--- config.mk ---
export PLATFORM = sky130hd
export DESIGN_NAME = uudecode_line_checksum_top_flat
export DESIGN_NICKNAME = d
export VERILOG_FILES = /design/src/rtl/core/uld_pkg.sv /design/src/rtl/core/uld_char_if.sv /design/src/rtl/core/uld_res_if.sv /design/src/rtl/core/uld_decode.sv /design/src/rtl/core/uld_serial.sv /design/src/rtl/core/uudecode_line_checksum_top.sv /design/src/flat_wrapper.sv
export SDC_FILE = /design/constraint.sdc
export NUM_CORES = 1
export LEC_CHECK = 0
export ABC_CLOCK_PERIOD_IN_PS = 3800
export BUFFER_PORTS_ARGS = -buffer_cell sky130_fd_sc_hd__buf_2
export CORE_MARGIN = 5
export CORE_UTILIZATION = 51
export CTS_CLUSTER_DIAMETER = 30
export DETAILED_ROUTE_END_ITERATION = 10
export GPL_TIMING_DRIVEN = 0
export PLACE_DENSITY = 0.73
export SYNTH_ARGS = -nofsm -noshare
export SYNTH_HDL_FRONTEND = slang
export SYNTH_SLANG_ARGS = --single-unit
export TNS_END_PERCENT = 20
--- constraint.sdc ---
create_clock -name clk -period 3.8 [get_ports clk]
set_input_delay 0.76 -clock clk [delete_from_list [all_inputs] [get_ports clk]]
set_output_delay 0.76 -clock clk [all_outputs]
set_load 0.005 [all_outputs]
--- src/rtl/core/uld_pkg.sv ---
// Shared types and constants for the uudecode line checksum block.
package uld_pkg;

    localparam logic [7:0] NEWLINE_CHAR = 8'd10;
    localparam logic [5:0] SIX_OFFSET   = 6'd32;
    localparam int unsigned MAX_RESULTS = 3;

    localparam logic KIND_DATA   = 1'b0;
    localparam logic KIND_STATUS = 1'b1;

    typedef struct packed {
        logic       kind;
        logic [7:0] data_byte;
        logic       checksum_present;
        logic       checksum_bad;
        logic       short_line;
        logic       end_of_data;
        logic       last;
    } result_t;

    // Results caused by one character: count (0..3) and the entries in order.
    typedef struct packed {
        logic [1:0]                   cnt;
        result_t [MAX_RESULTS-1:0]    res;
    } bundle_t;

endpackage

--- src/rtl/core/uld_char_if.sv ---
// Valid/ready channel carrying one encoded character per request.
interface uld_char_if;
    logic       valid;
    logic       ready;
    logic [7:0] char_in;

    modport source (output valid, output char_in, input ready);
    modport sink   (input valid, input char_in, output ready);
endinterface

--- src/rtl/core/uld_res_if.sv ---
// Valid/ready channel carrying one decoded byte or line status per request.
interface uld_res_if;
    logic       valid;
    logic       ready;
    logic       kind;
    logic [7:0] data_byte;
    logic       checksum_present;
    logic       checksum_bad;
    logic       short_line;
    logic       end_of_data;
    logic       last;

    modport source (output valid, output kind, output data_byte, output checksum_present,
                    output checksum_bad, output short_line, output end_of_data,
                    output last, input ready);
    modport sink   (input valid, input kind, input data_byte, input checksum_present,
                    input checksum_bad, input short_line, input end_of_data,
                    input last, output ready);
endinterface

--- src/rtl/core/uld_decode.sv ---
// Line state machine: decodes one character into up to three results.
module uld_decode
    import uld_pkg::*;
(
    input  logic       clk,
    input  logic       rst_n,
    input  logic [7:0] char_in,
    input  logic       accept,
    output bundle_t    bundle
);

    typedef enum logic [2:0] {
        PH_LEN   = 3'd0,
        PH_GROUP = 3'd1,
        PH_CHECK = 3'd2,
        PH_SKIP  = 3'd3,
        PH_DONE  = 3'd4
    } phase_t;

    phase_t      phase_reg, phase_next;
    logic [5:0]  bytes_left_reg, bytes_left_next;
    logic [17:0] group_chars_reg, group_chars_next;
    logic [1:0]  char_index_reg, char_index_next;
    logic [5:0]  running_sum_reg, running_sum_next;

    logic [5:0]  v;
    logic        is_nl;
    logic [5:0]  ga, gb, gd;
    logic [7:0]  b1, b2, b3;
    logic [1:0]  cnt;
    logic [5:0]  sum6;

    assign v     = char_in[5:0] - SIX_OFFSET;
    assign is_nl = (char_in == NEWLINE_CHAR);
    assign ga    = group_chars_reg[5:0];
    assign gb    = group_chars_reg[11:6];
    assign gd    = group_chars_reg[17:12];
    assign b1    = {ga, gb[5:4]};
    assign b2    = {gb[3:0], gd[5:2]};
    assign b3    = {gd[1:0], v};
    assign sum6  = running_sum_reg + b1[5:0] + b2[5:0] + b3[5:0];
    assign cnt   = (bytes_left_reg < 6'd3) ? bytes_left_reg[1:0] : 2'd3;

    always_comb
    begin
        phase_next       = phase_reg;
        bytes_left_next  = bytes_left_reg;
        group_chars_next = group_chars_reg;
        char_index_next  = char_index_reg;
        running_sum_next = running_sum_reg;
        bundle           = '0;

        case (phase_reg)
            PH_LEN:
            begin
                if (is_nl)
                begin
                    bundle.cnt               = 2'd1;
                    bundle.res[0].kind       = KIND_STATUS;
                    bundle.res[0].short_line = 1'b1;
                    bundle.res[0].last       = 1'b1;
                end
                else if (v == 6'd0)
                begin
                    phase_next                = PH_DONE;
                    bundle.cnt                = 2'd1;
                    bundle.res[0].kind        = KIND_STATUS;
                    bundle.res[0].end_of_data = 1'b1;
                    bundle.res[0].last        = 1'b1;
                end
                else
                begin
                    bytes_left_next  = v;
                    running_sum_next = '0;
                    group_chars_next = '0;
                    char_index_next  = '0;
                    phase_next       = PH_GROUP;
                end
            end
            PH_GROUP:
            begin
                if (is_nl)
                begin
                    // drop the partial group
                    phase_next               = PH_LEN;
                    char_index_next          = '0;
                    group_chars_next         = '0;
                    bundle.cnt               = 2'd1;
                    bundle.res[0].kind       = KIND_STATUS;
                    bundle.res[0].short_line = 1'b1;
                    bundle.res[0].last       = 1'b1;
                end
                else if (char_index_reg != 2'd3)
                begin
                    case (char_index_reg)
                        2'd0:    group_chars_next[5:0]   = v;
                        2'd1:    group_chars_next[11:6]  = v;
                        default: group_chars_next[17:12] = v;
                    endcase
                    char_index_next = char_index_reg + 2'd1;
                end
                else
                begin
                    running_sum_next = sum6;
                    bytes_left_next  = bytes_left_reg - {4'd0, cnt};
                    group_chars_next = '0;
                    char_index_next  = '0;
                    if (bytes_left_reg == {4'd0, cnt})
                    begin
                        phase_next = PH_CHECK;
                    end
                    bundle.cnt               = cnt;
                    bundle.res[0].kind       = KIND_DATA;
                    bundle.res[0].data_byte  = b1;
                    bundle.res[0].last       = (cnt == 2'd1);
                    bundle.res[1].kind       = KIND_DATA;
                    bundle.res[1].data_byte  = b2;
                    bundle.res[1].last       = (cnt == 2'd2);
                    bundle.res[2].kind       = KIND_DATA;
                    bundle.res[2].data_byte  = b3;
                    bundle.res[2].last       = 1'b1;
                end
            end
            PH_CHECK:
            begin
                bundle.cnt         = 2'd1;
                bundle.res[0].kind = KIND_STATUS;
                bundle.res[0].last = 1'b1;
                if (is_nl)
                begin
                    phase_next = PH_LEN;
                end
                else
                begin
                    phase_next                     = PH_SKIP;
                    bundle.res[0].checksum_present = 1'b1;
                    bundle.res[0].checksum_bad     = (v != running_sum_reg);
                end
            end
            PH_SKIP:
            begin
                if (is_nl)
                begin
                    phase_next = PH_LEN;
                end
            end
            default:
            begin
                phase_next = PH_DONE;
            end
        endcase
    end

    always_ff @(posedge clk or negedge rst_n)
    begin
        if (!rst_n)
        begin
            phase_reg       <= PH_LEN;
            bytes_left_reg  <= '0;
            group_chars_reg <= '0;
            char_index_reg  <= '0;
            running_sum_reg <= '0;
        end
        else if (accept)
        begin
            phase_reg       <= phase_next;
            bytes_left_reg  <= bytes_left_next;
            group_chars_reg <= group_chars_next;
            char_index_reg  <= char_index_next;
            running_sum_reg <= running_sum_next;
        end
    end

`ifndef ASSERT_OFF
    a_owed_in_group: assert property (@(posedge clk) disable iff (!rst_n)
        (phase_reg == PH_GROUP) |-> (bytes_left_reg != 6'd0))
        else $error("group phase with no bytes owed");

    a_done_sticks: assert property (@(posedge clk) disable iff (!rst_n)
        (phase_reg == PH_DONE) |=> (phase_reg == PH_DONE))
        else $error("left end-of-data state");

    a_done_silent: assert property (@(posedge clk) disable iff (!rst_n)
        (phase_reg == PH_DONE) |-> (bundle.cnt == 2'd0))
        else $error("result after end of data");
`endif

endmodule

--- src/rtl/core/uld_serial.sv ---
// Holding register: emits one character's results one per cycle while ready.
module uld_serial
    import uld_pkg::*;
(
    input  logic    clk,
    input  logic    rst_n,
    input  bundle_t bundle,
    input  logic    load,
    output logic    can_load,
    uld_res_if.source results
);

    result_t [MAX_RESULTS-1:0] res_reg;
    logic       busy_reg, busy_next;
    logic [1:0] idx_reg, idx_next;
    logic [1:0] cnt_reg;
    logic       out_fire;
    logic       at_last;
    result_t    cur;

    assign at_last  = (idx_reg == cnt_reg - 2'd1);
    assign out_fire = busy_reg && results.ready;
    assign can_load = !busy_reg || (out_fire && at_last);

    always_comb
    begin
        case (idx_reg)
            2'd0:    cur = res_reg[0];
            2'd1:    cur = res_reg[1];
            default: cur = res_reg[2];
        endcase
    end

    assign results.valid            = busy_reg;
    assign results.kind             = cur.kind;
    assign results.data_byte        = cur.data_byte;
    assign results.checksum_present = cur.checksum_present;
    assign results.checksum_bad     = cur.checksum_bad;
    assign results.short_line       = cur.short_line;
    assign results.end_of_data      = cur.end_of_data;
    assign results.last             = cur.last;

    always_comb
    begin
        busy_next = busy_reg;
        idx_next  = idx_reg;
        if (load)
        begin
            busy_next = 1'b1;
            idx_next  = '0;
        end
        else if (out_fire)
        begin
            if (at_last)
            begin
                busy_next = 1'b0;
            end
            else
            begin
                idx_next = idx_reg + 2'd1;
            end
        end
    end

    always_ff @(posedge clk or negedge rst_n)
    begin
        if (!rst_n)
        begin
            busy_reg <= 1'b0;
            idx_reg  <= '0;
            cnt_reg  <= 2'd1;
        end
        else
        begin
            busy_reg <= busy_next;
            idx_reg  <= idx_next;
            if (load)
            begin
                cnt_reg <= bundle.cnt;
            end
        end
    end

    always_ff @(posedge clk)
    begin
        if (load)
        begin
            res_reg <= bundle.res;
        end
    end

`ifndef ASSERT_OFF
    a_load_safe: assert property (@(posedge clk) disable iff (!rst_n)
        load |-> (can_load && bundle.cnt != 2'd0))
        else $error("load over pending results");

    a_load_starts: assert property (@(posedge clk) disable iff (!rst_n)
        load |=> (busy_reg && idx_reg == 2'd0))
        else $error("load did not start emission");

    a_idx_range: assert property (@(posedge clk) disable iff (!rst_n)
        busy_reg |-> (cnt_reg != 2'd0 && idx_reg < cnt_reg))
        else $error("result index out of range");

    a_last_ends: assert property (@(posedge clk) disable iff (!rst_n)
        (out_fire && results.last && !load) |=> !busy_reg)
        else $error("still busy after last result");
`endif

endmodule

--- src/rtl/core/uudecode_line_checksum_top.sv ---
// Top level of the uudecode line checksum decoder.
//
//  channel   dir  payload                                      role
//  chars     in   char_in[7:0]                                 one encoded character
//  results   out  kind, data_byte[7:0], checksum_present,      decoded byte or status
//                 checksum_bad, short_line, end_of_data, last
//
// A character is decoded in the cycle it is accepted; its results leave from a
// holding register from the next cycle on, one per cycle while results is ready.
// A character that causes no result is accepted every cycle; one that causes
// results waits only while earlier results are still pending.
// rst_n clears the line state to expect a length character and empties the
// result register. A stalled results channel holds its request unchanged.
module uudecode_line_checksum_top
    import uld_pkg::*;
(
    input  logic       clk,
    input  logic       rst_n,
    uld_char_if.sink   chars,
    uld_res_if.source  results
);

    bundle_t bundle;
    logic    can_load;
    logic    accept;

    assign chars.ready = can_load || (bundle.cnt == 2'd0);
    assign accept      = chars.valid && chars.ready;

    uld_decode u_decode (
        .clk     (clk),
        .rst_n   (rst_n),
        .char_in (chars.char_in),
        .accept  (accept),
        .bundle  (bundle)
    );

    uld_serial u_serial (
        .clk      (clk),
        .rst_n    (rst_n),
        .bundle   (bundle),
        .load     (accept && (bundle.cnt != 2'd0)),
        .can_load (can_load),
        .results  (results)
    );

endmodule
--- src/flat_wrapper.sv ---
// flat-port wrapper written by rule: the top's interface ports become plain ports
module uudecode_line_checksum_top_flat import uld_pkg::*;
  (clk, rst_n, chars_valid, chars_char_in, chars_ready, results_valid, results_kind, results_data_byte, results_checksum_present, results_checksum_bad, results_short_line, results_end_of_data, results_last, results_ready);
  uld_char_if chars_i ();
  uld_res_if results_i ();
  input  logic clk;
  input  logic rst_n;
  input wire logic [$bits(chars_i.valid)-1:0] chars_valid;
  input wire logic [$bits(chars_i.char_in)-1:0] chars_char_in;
  output wire logic [$bits(chars_i.ready)-1:0] chars_ready;
  output wire logic [$bits(results_i.valid)-1:0] results_valid;
  output wire logic [$bits(results_i.kind)-1:0] results_kind;
  output wire logic [$bits(results_i.data_byte)-1:0] results_data_byte;
  output wire logic [$bits(results_i.checksum_present)-1:0] results_checksum_present;
  output wire logic [$bits(results_i.checksum_bad)-1:0] results_checksum_bad;
  output wire logic [$bits(results_i.short_line)-1:0] results_short_line;
  output wire logic [$bits(results_i.end_of_data)-1:0] results_end_of_data;
  output wire logic [$bits(results_i.last)-1:0] results_last;
  input wire logic [$bits(results_i.ready)-1:0] results_ready;
  assign chars_i.valid = chars_valid;
  assign chars_i.char_in = chars_char_in;
  assign chars_ready = chars_i.ready;
  assign results_valid = results_i.valid;
  assign results_kind = results_i.kind;
  assign results_data_byte = results_i.data_byte;
  assign results_checksum_present = results_i.checksum_present;
  assign results_checksum_bad = results_i.checksum_bad;
  assign results_short_line = results_i.short_line;
  assign results_end_of_data = results_i.end_of_data;
  assign results_last = results_i.last;
  assign results_i.ready = results_ready;
  uudecode_line_checksum_top u_core (.clk(clk), .rst_n(rst_n), .chars(chars_i), .results(results_i));
endmodule
==> impl_metrics.tcl, run 1 <==
set metrics [dict create \
    maxSlewViolCount 0 \
    die_area_um2 9510 \
    viasPerCell 5.65 \
    synth_edf_count 32 \
    n_antenna_cell 0 \
    root_buffer "clkbuf_8" \
    drive_gt1_frac 0.177 \
    required_ns 4.04 \
    power_switching_uw 1520 \
    syn2layout_area_growth_pct 12.7 \
    post_cts_buffers 0 \
    cts_hold_buf 0 \
    ys_seq_area_frac 0.502 \
    cts-htree-levels 3 \
    routedWlPerCell_um 16.7 \
    holdCritPathClass "flop to flop" \
    stdcell_count 487 \
    syn_area_per_cell_um2 11.4 \
    holdPathStages 1 \
    p_per_area_nw_per_um2 841 \
    vdd_drop_max_mv 0.355 \
    p_seq_frac 0.340 \
    min_delay_worst_endpoint "u_core.u_decode.group_chars_reg[5]$_DFFE_PN0P_" \
    syn_area_um2 3910 \
    min_from "u_core.u_decode.group_chars_reg[5]$_DFFE_PN0P_" \
    vias 2752 \
    crit_chain "buf_2 > fa_1 > fa_1 > ha_1 > inv_1 > fa_1 > inv_1 > a21o_1 > a21oi_1 > xnor2_1 > and3_1 > a211o_1" \
    crit_path_frequent_cell "fa_1" \
    die_w_um 97.5 \
    reg2reg_to "u_core.u_decode.running_sum_reg[5]$_DFFE_PN0P_" \
    tns_ns 0 \
    status "completed" \
    p_int_uw 2180 \
    synth-async-reset-ratio 0.556 \
    grt_max_degree 41 \
    critPathLaunchType "input port" \
    syn-num-nets 376 \
    antenna_found_initial 0 \
    switching_share 0.411 \
    hold_ws_ns 0.502 \
    ys_warn_count 0 \
    first_pass_iters 5 \
    layout_commonest_cell "dfrtp_1" \
    timing.rr.start "u_core.u_decode.group_chars_reg[11]$_DFFE_PN0P_" \
    setup_viol 0 \
    cp-end-kind "flop" \
    p_comb_frac 0.493 \
    crit_path_top_delay_cell "fa_1" \
    total_power_uw 3700 \
    max_freq_ghz 0.318 \
    period_share 0.827 \
    clockBufferDepth 2 \
    hold_viol_final 0 \
    final_cell_mix "dfrtp_1, buf_2, nand2_1, edfxtp_1, and3_1" \
    cts_buffers 9 \
    fp.coreArea_um2 7610 \
    io_buffers 26 \
    crit_fanout 2 \
    worstMarginPinSlew_ns 0.896 \
    grt_pass1_wl_mm 13.8 \
    initial_core_util 0.514 \
    ys_types 53 \
    grt_pass1_vias 2754 \
    cp.arrival_ns 3.38 \
    grt.overflow.total 0 \
    grtUsageTotal 0.183 \
    slowest_delay_ns 0.53 \
    fin_crit_ns 3.14 \
    insertion_delay_ns 0.36 \
    r2r_slack_ns 0.78 \
    r2r_cells 11 \
    slew_headroom 0.402 \
    fillers 648 \
    postLayoutCoreUtil 0.579 \
    drtAntennaViolNets 0 \
    clkPwrFrac 0.167 \
    routabilityCongestion 0.863 \
    cts.repair.resized 0 \
    dpl.hpwl_mm 6.04 \
    ys_ff_latch 72 \
    dp.cells 471 \
    die-height_um 97.5 \
    grt_setup_unrepaired "false" \
    clock_sinks 72 \
    ys.flop_type "dfrtp_1" \
    io_pins 28 \
    drv_cap 0 \
    critPathKind "input port to flop" \
    clk_pin_slew_worst_paths_ns 0.08 \
    rows 32 \
    cts_tree "yes" \
    synthCells 342 \
    nets 414 \
    largest_reg_flops 32 \
    routed_wl_mm 8.13 \
    skew_ns 0.00889 \
    drt_iter0_drc 205 \
    drcViolationCount 0 \
    p_leak_uw 0.00201 \
]
==> metal layers <==
metal | vias up | share of wire | wire, um | global-route usage
met2 | 70 | 0.48 | 3910 | 0.286
li1 | 1324 | - | - | -
met5 | - | 0 | 0 | 0
met3 | 13 | 0.061 | 492 | 0.0380
met1 | 1345 | 0.44 | 3590 | 0.245
met4 | 0 | 0.017 | 139 | 0.0820
==> area by class of cell <==
cell class              instances  area, um2  area share
plain buffers                  20        104      0.0236
clock buffers                   9        124      0.0281
clock inverters                 7       77.6      0.0176
inverters                      13       48.8      0.0111
multi-input cells             237       1800       0.409
flip-flops and latches         72       1960       0.446
well taps                     102        128      0.0290
repair buffers                 27        158      0.0358
==> worst max path at each step <==
stage                      from                                              to  slack, ns  depth (start not counted)
6_report       chars_char_in[1]  u_core.u_decode.running_sum_reg[5]$_DFFE_PN0P_       0.66                         12
5_1_grt        chars_char_in[2]  u_core.u_decode.running_sum_reg[5]$_DFFE_PN0P_       0.53                         11
4_1_cts        chars_char_in[2]  u_core.u_decode.running_sum_reg[5]$_DFFE_PN0P_       0.65                         11
3_5_place_dp   chars_char_in[2]  u_core.u_decode.running_sum_reg[5]$_DFFE_PN0P_       0.28                         11
3_3_place_gp   chars_char_in[3]        u_core.u_serial.res_reg[9]$_SDFFCE_PP0P_      -0.41                          7
2_1_floorplan  chars_char_in[4]            u_core.u_serial.res_reg[0]$_DFFE_PP_       0.34                          6
==> Yosys cell counts, types with 2 or more instances <==
cell / instances / share of area
ha_1: 12 / 0.038
a21oi_1: 9 / 0.012
a21o_1: 4 / 0.0077
nand2_1: 33 / 0.032
o2bb2ai_1: 6 / 0.013
mux2_1: 2 / 0.0058
a32o_1: 2 / 0.0051
nor3_1: 3 / 0.0038
nor3b_1: 2 / 0.0038
fa_1: 10 / 0.051
o31ai_1: 3 / 0.0058
nand3_1: 5 / 0.0064
o211ai_1: 5 / 0.0096
a22oi_1: 10 / 0.019
or2_1: 3 / 0.0048
o21ai_0: 5 / 0.0064
nor2_1: 23 / 0.022
dfrtp_1: 39 / 0.25
nand2b_1: 4 / 0.0064
edfxtp_1: 32 / 0.25
and2_1: 9 / 0.014
nor2b_1: 2 / 0.0032
buf_2: 11 / 0.014
inv_1: 13 / 0.012
xor2_1: 5 / 0.011
xnor2_1: 10 / 0.022
buf_6: 2 / 0.0058
a22o_1: 19 / 0.043
clkbuf_1: 7 / 0.0067
or2_2: 2 / 0.0032
and3_1: 25 / 0.040
mux2i_1: 4 / 0.010
==> power by group through the flow <==
stage | Combinational (uW) | Sequential, uW | Clock (uW)
finish | 1830 | 1260 | 617
global route | 2070 | 1290 | 671
CTS | 1840 | 1260 | 631
detailed placement | 1830 | 1270 | 0
global placement | 1770 | 1270 | 0
floorplan | 1390 | 1220 | 0
==> critical path: cells and delay by family <==
family / cells / cell delay, ns
fa+ha+maj: 4 / 1.60
simple gates: 1 / 0.19
xor+xnor: 1 / 0.15
buf+inv: 3 / 0.25
compound gates: 3 / 0.43
==> cells by family after synthesis <==
logic type | count (synthesis) | share of synthesized area
XOR/XNOR | 15 | 0.0336
AO/OA/AOI/OAI | 74 | 0.153
buffers and inverters | 33 | 0.0391
AND/OR/NAND/NOR | 120 | 0.166
adder cells (fa/ha/maj) | 22 | 0.0897
multiplexers | 6 | 0.0160
flip-flops | 72 | 0.502
==> metrics by stage <==
stage | setup WS [ns] | cell area, um2
floorplan | 0.340 | 3910
global placement | -0.412 | 4170
detailed placement | 0.282 | 4200
CTS | 0.647 | 4410
global route | 0.529 | 4410
finish | 0.658 | 4410
(Power assumes the default switching activity.)
==> inputs of run 2 (changes only) <==
ABC_AREA = 1   (was unset)
ABC_CLOCK_PERIOD_IN_PS = 2500   (was 3800)
clock period = 2.5 ns   (was 3.8 ns; I/O delays follow)
==> run 2 against run 1 <==
Compared with the run above: the flow now finishes with violations (negative setup slack); global-route usage grew 2.6 points; largest power group is now sequential cells; utilization grew 2.2 points; non-clock buffer count is the same; critical path type is now flop to flop; highest routed layer unchanged.
==> impl_metrics.tcl, run 2 <==
set metrics [dict create \
    synth_top_family_by_area "simple AND/OR/NAND/NOR gates" \
    drtAntennaViolNets 0 \
    critPathKind "flop to flop" \
    fillers 690 \
    grt_pass1_wl_mm 16.7 \
    viasPerCell 5.50 \
    ys_seq_area_frac 0.458 \
    holdCritPathClass "input port to async pin" \
    netlist.top_cell.by_area "dfrtp_1" \
    drive_gt1_frac 0.208 \
    dp.cells 631 \
    n_antenna_cell 0 \
    stdcell_count 652 \
    p_per_area_nw_per_um2 606 \
    r2r_cells 16 \
    die_area_um2 10300 \
    crit_fanout 2 \
    critPathLaunchType "flop" \
    postLayoutCoreUtil 0.601 \
    drv_cap 0 \
    cts_hold_buf 0 \
    yosys.cell_count.top_type "nand2_1" \
    skew_ns 0.00907 \
    drt_iter0_drc 359 \
    reg2reg_to "u_core.u_decode.running_sum_reg[5]$_DFFE_PN0P_" \
    synthTopCellsByCount "nand2_1, inv_1, nor2_1" \
    io_pins 28 \
    period_share 1.16 \
    insertion_delay_ns 0.35 \
    routabilityCongestion 0.886 \
    synth_edf_count 32 \
    syn_area_per_cell_um2 8.58 \
    root_buffer "clkbuf_8" \
    routedWlPerCell_um 15.4 \
    die_w_um 102 \
    cts_buffers 9 \
    dpl.hpwl_mm 7.16 \
    p_leak_uw 0.00240 \
    first_pass_iters 5 \
    setup_viol 2 \
    worst_slack_ns -0.393 \
    synth_top_area_frac 0.227 \
    required_ns 2.79 \
    syn2layout_area_growth_pct 15.2 \
    clockBufferDepth 2 \
    ys_types 37 \
    synthCells 500 \
    slew_headroom 0.380 \
    r2r_slack_ns -0.39 \
    vias 3589 \
    routed_wl_mm 10.0 \
    status "finished with violations" \
    ys.flop_type "dfrtp_1" \
    failed_checks "negative setup slack" \
    rows 33 \
    clk_pin_slew_worst_paths_ns 0.09 \
    synth_area_leaders "dfrtp_1, edfxtp_1, nand2_1" \
    cp.arrival_ns 3.19 \
    grt_setup_unrepaired "true" \
    max_freq_ghz 0.346 \
    initial_core_util 0.522 \
    synth_mux_area_frac 0 \
    maxSlewViolCount 0 \
    die-height_um 102 \
    cts_tree "yes" \
    layout_commonest_cell "nand2_1" \
    ys_warn_count 0 \
    place_ws_ns -0.601 \
    synth-compound-area-share 0.0440 \
    hold_viol_final 0 \
    drcViolationCount 0 \
    yosys.area_share.simple 0.321 \
    grt_max_degree 41 \
    cp-end-kind "flop" \
    clock_sinks 72 \
    final_cell_mix "nand2_1, inv_1, nor2_1, nand4_1, dfrtp_1" \
    syn_area_um2 4290 \
    antenna_found_initial 0 \
    nets 576 \
    fin_crit_ns 2.89 \
    worstMarginPinSlew_ns 0.929 \
    cts-htree-levels 3 \
    synth-async-reset-ratio 0.556 \
    fp.coreArea_um2 8220 \
    grt_pass1_vias 3406 \
    ys_ff_latch 72 \
    grtUsageTotal 0.208 \
    crit_start "u_core.u_decode.group_chars_reg[15]$_DFFE_PN0P_" \
    timing.rr.start "u_core.u_decode.group_chars_reg[15]$_DFFE_PN0P_" \
    hold_ws_ns 0.279 \
    largest_reg_flops 32 \
    syn-num-nets 534 \
    grt.overflow.total 0 \
    io_buffers 26 \
    synthXorXnorAreaFrac 0.0122 \
    synth_fa_ha_area_frac 0.0817 \
    tns_ns -0.454 \
    vdd_drop_max_mv 0.286 \
]
==> run 2: cell types whose count changed after synthesis, moves of 12 or more <==
cell | previous run | this run
nor2_1 | 23 | 57
inv_1 | 13 | 64
nand2_1 | 33 | 137
nand3_1 | 5 | 17
and3_1 | 25 | 0
nand4_1 | 1 | 41
a22o_1 | 19 | 0
==> run 2: through the flow <==
stage,total power [uW],instance area (um2)
global placement,1830,4560
detailed placement,1840,4560
finish,2990,4940
floorplan,1610,4300
global route,3150,4940
CTS,2990,4880
==> run 2: worst max-delay path by stage <==
stage / end / slack [ns]
final: u_core.u_decode.running_sum_reg[5]$_DFFE_PN0P_ / -0.39
after global routing: u_core.u_decode.running_sum_reg[5]$_DFFE_PN0P_ / -0.57
after CTS: u_core.u_decode.running_sum_reg[5]$_DFFE_PN0P_ / -0.34
after detailed placement: u_core.u_serial.res_reg[24]$_SDFFCE_PP0P_ / -0.60
after global placement: u_core.u_serial.res_reg[24]$_SDFFCE_PP0P_ / -0.58
after floorplan: u_core.u_decode.running_sum_reg[5]$_DFFE_PN0P_ / -0.16
==> run 2: cell type report <==
class	count	area (um2)	share of cell area
buffer	17	109	0.0220
tap	105	131	0.0266
clock buffer	9	124	0.0251
multi-input combinational	342	2040	0.414
clock inverter	7	128	0.0258
timing repair buffer	30	160	0.0324
timing repair inverter	1	7.51	0.00152
inverter	69	274	0.0555
sequential	72	1960	0.398
==> run 2: critical path, stage by stage, from the launching register on <==
cell and delay (ns):
dfrtp_1 0.42, fa_1 0.51, fa_1 0.52, ha_2 0.19, inv_2 0.04, fa_2 0.36, inv_2 0.07, nand3_2 0.07
nand2_1 0.07, nand2_1 0.05, nand2_1 0.07, inv_2 0.05, nand2_1 0.07, nand2_1 0.05, nor2_1 0.11, nand4_1 0.10
nand2_1 0.09
==> run 2: power breakdown <==
part           switching [uW]  internal [uW]  leakage [uW]
registers                18.4           1240      0.000841
clock network             487            677      0.000126
logic                     349            219       0.00144
==> run 2: repair_timing <==
action | CTS | global route
buffers inserted | 2 | 2
gates resized for setup | 16 | 10
pin swaps | 3 | 13
setup endpoints to repair | 48 | 17
cloned | 1 | 0
==> run 2: cell families after synthesis <==
group | count (synthesis)
simple gates | 284
buf+inv | 86
flops | 72
compound gates | 30
fa+ha+maj | 22
xor+xnor | 6
==> run 2: per-layer routing <==
| layer | vias up | routed length (um) | GRT usage |
|---|---|---|---|
| li1 | 1725 | - | - |
| met2 | 128 | 4970 | 0.342 |
| met5 | - | 0 | 0 |
| met4 | 0 | 154 | 0.0573 |
| met3 | 20 | 677 | 0.0337 |
| met1 | 1716 | 4220 | 0.288 |
==> inputs of run 3 (changes only) <==
ABC_CLOCK_PERIOD_IN_PS = 2900   (was 2500)
PLACE_DENSITY = 0.7   (was 0.73)
clock period = 2.9 ns   (was 2.5 ns; I/O delays follow)
==> run 3 against run 2 <==
Compared with the run above: power is 15% lower; non-clock buffer count is 3 lower; maximum frequency is 1.3% higher; hold slack better by 0.094 ns; critical path type unchanged; final cell count is 0.61% lower; the run now ends clean; sequential power is 14% lower; critical path depth stayed put; final area is 2.3% lower; clock-buffer cell count stayed put.
==> impl_metrics.tcl, run 3 (synthesis results as in run 2) <==
set metrics [dict create \
    status "completed" \
    timing.rr.start "u_core.u_decode.group_chars_reg[11]$_DFFE_PN0P_" \
    p_leak_uw 0.00238 \
    layout_commonest_cell "nand2_1" \
    fin_area_um2 4830 \
    grt.overflow.total 0 \
    cts-htree-levels 3 \
    drcViolationCount 0 \
    period_share 0.985 \
    reg2reg_to "u_core.u_decode.running_sum_reg[5]$_DFFE_PN0P_" \
    fillers 760 \
    postLayoutCoreUtil 0.587 \
    grtUsageTotal 0.209 \
    grt_pass1_wl_mm 16.7 \
    seq_area_um2 1960 \
    die_area_um2 10300 \
    stdcell_count 648 \
    drtAntennaViolNets 0 \
    dpl.hpwl_mm 7.39 \
    syn2layout_area_growth_pct 12.5 \
    io_pins 28 \
    rows 33 \
    clock_sinks 72 \
    cts_buffers 9 \
    routed_wl_mm 9.95 \
    viasPerCell 5.35 \
    post_dp_cell_area_um2 4550 \
    drt_iter0_drc 253 \
    max_freq_ghz 0.350 \
    slew_headroom 0.368 \
    grt_max_degree 41 \
    n_antenna_cell 0 \
    holdCritPathClass "input port to async pin" \
    hold_viol_final 0 \
    largest_reg_flops 32 \
    cts_tree "yes" \
    place_ws_ns -0.373 \
    critPathKind "flop to flop" \
    multi_input_area_um2 1990 \
    grt_pass1_vias 3311 \
    drv_cap 0 \
    required_ns 3.19 \
    cp-end-kind "flop" \
    tns_ns 0 \
    grt_setup_unrepaired "true" \
    fp.coreArea_um2 8220 \
    routedWlPerCell_um 15.4 \
    maxSlewViolCount 0 \
    final_cell_mix "nand2_1, inv_1, nor2_1, nand4_1, dfrtp_1" \
    skew_ns 0.00999 \
    first_pass_iters 5 \
    p_per_area_nw_per_um2 527 \
    io_buffers 26 \
    clk_pin_slew_worst_paths_ns 0.09 \
    r2r_slack_ns 0.04 \
    dp.cells 631 \
    antenna_found_initial 0 \
    routabilityCongestion 0.878 \
    nets 572 \
    cp.arrival_ns 3.14 \
    r2r_cells 16 \
    initial_core_util 0.522 \
    setup_viol 0 \
    root_buffer "clkbuf_8" \
    drive_gt1_frac 0.173 \
    fin_crit_ns 2.86 \
    worst_slack_ns 0.0446 \
    die-height_um 102 \
    worstMarginPinSlew_ns 0.949 \
    clockBufferDepth 2 \
    vias 3466 \
    vdd_drop_max_mv 0.248 \
    die_w_um 102 \
    insertion_delay_ns 0.35 \
    critPathLaunchType "flop" \
    crit_fanout 2 \
]
[run 3: cell types whose count changed in the layout (fill, tap and decap cells not counted), sizes merged]
cell / change
buf: -3
clkinvlp: -1
[run 3: power breakdown]
part           leakage [uW]  internal [uW]  switching [uW]
Clock              0.000117            573             406
Sequential         0.000843           1070            12.6
Combinational       0.00142            182             299
[run 3: layout make-up]
class / count / area share
multi-input combinational: 342 / 0.412
timing repair buffer: 27 / 0.0285
clock buffer: 9 / 0.0257
clock inverter: 7 / 0.0246
inverter: 69 / 0.0550
sequential: 72 / 0.407
buffer: 17 / 0.0207
tap: 105 / 0.0272
[run 3: through the flow]
step | total power, uW | hold slack (ns)
final | 2540 | 0.372
after global routing | 2670 | 0.445
after CTS | 2560 | 0.397
after detailed placement | 1590 | 0.465
after global placement | 1580 | 0.458
after floorplan | 1390 | 0.284
[run 3: routing by layer]
| layer | vias to the layer above | part of all wire | track usage |
|---|---|---|---|
| li1 | 1709 | - | - |
| met1 | 1633 | 0.46 | 0.295 |
| met2 | 110 | 0.47 | 0.335 |
| met3 | 14 | 0.052 | 0.0337 |
| met4 | 0 | 0.015 | 0.0593 |
| met5 | - | 0 | 0 |
[run 3: worst max path at each step]
stage	cells past startpoint	to	startpoint
floorplan	16	u_core.u_decode.running_sum_reg[5]$_DFFE_PN0P_	chars_char_in[1]
global placement	17	u_core.u_decode.running_sum_reg[5]$_DFFE_PN0P_	chars_char_in[1]
detailed placement	10	u_core.u_serial.res_reg[24]$_SDFFCE_PP0P_	chars_char_in[4]
CTS	7	results_data_byte[0]	u_core.u_serial.idx_reg[1]$_DFFE_PN0P_
global route	16	u_core.u_decode.running_sum_reg[5]$_DFFE_PN0P_	u_core.u_decode.group_chars_reg[11]$_DFFE_PN0P_
finish	16	u_core.u_decode.running_sum_reg[5]$_DFFE_PN0P_	u_core.u_decode.group_chars_reg[11]$_DFFE_PN0P_
[run 3: timing repair]
| action | in CTS | in global routing |
|---|---|---|
| setup buffers | 1 | 0 |
| pin swaps | 3 | 2 |
| hold buffers | 0 | 0 |
| resized for setup | 3 | 8 |
| setup endpoints to repair | 31 | 34 |
[run 3: critical path, cell delays in order (launching register included)]
cell and delay [ns]:
dfrtp_1 0.43, fa_1 0.51, fa_1 0.52, ha_2 0.19, inv_2 0.04, fa_2 0.34, inv_2 0.07, nand3_2 0.07
nand2_1 0.08, nand2_1 0.04, nand2_1 0.05, inv_1 0.05, nand2_1 0.06, nand2_1 0.06, nor2_2 0.11, nand4_1 0.10
nand2_1 0.08
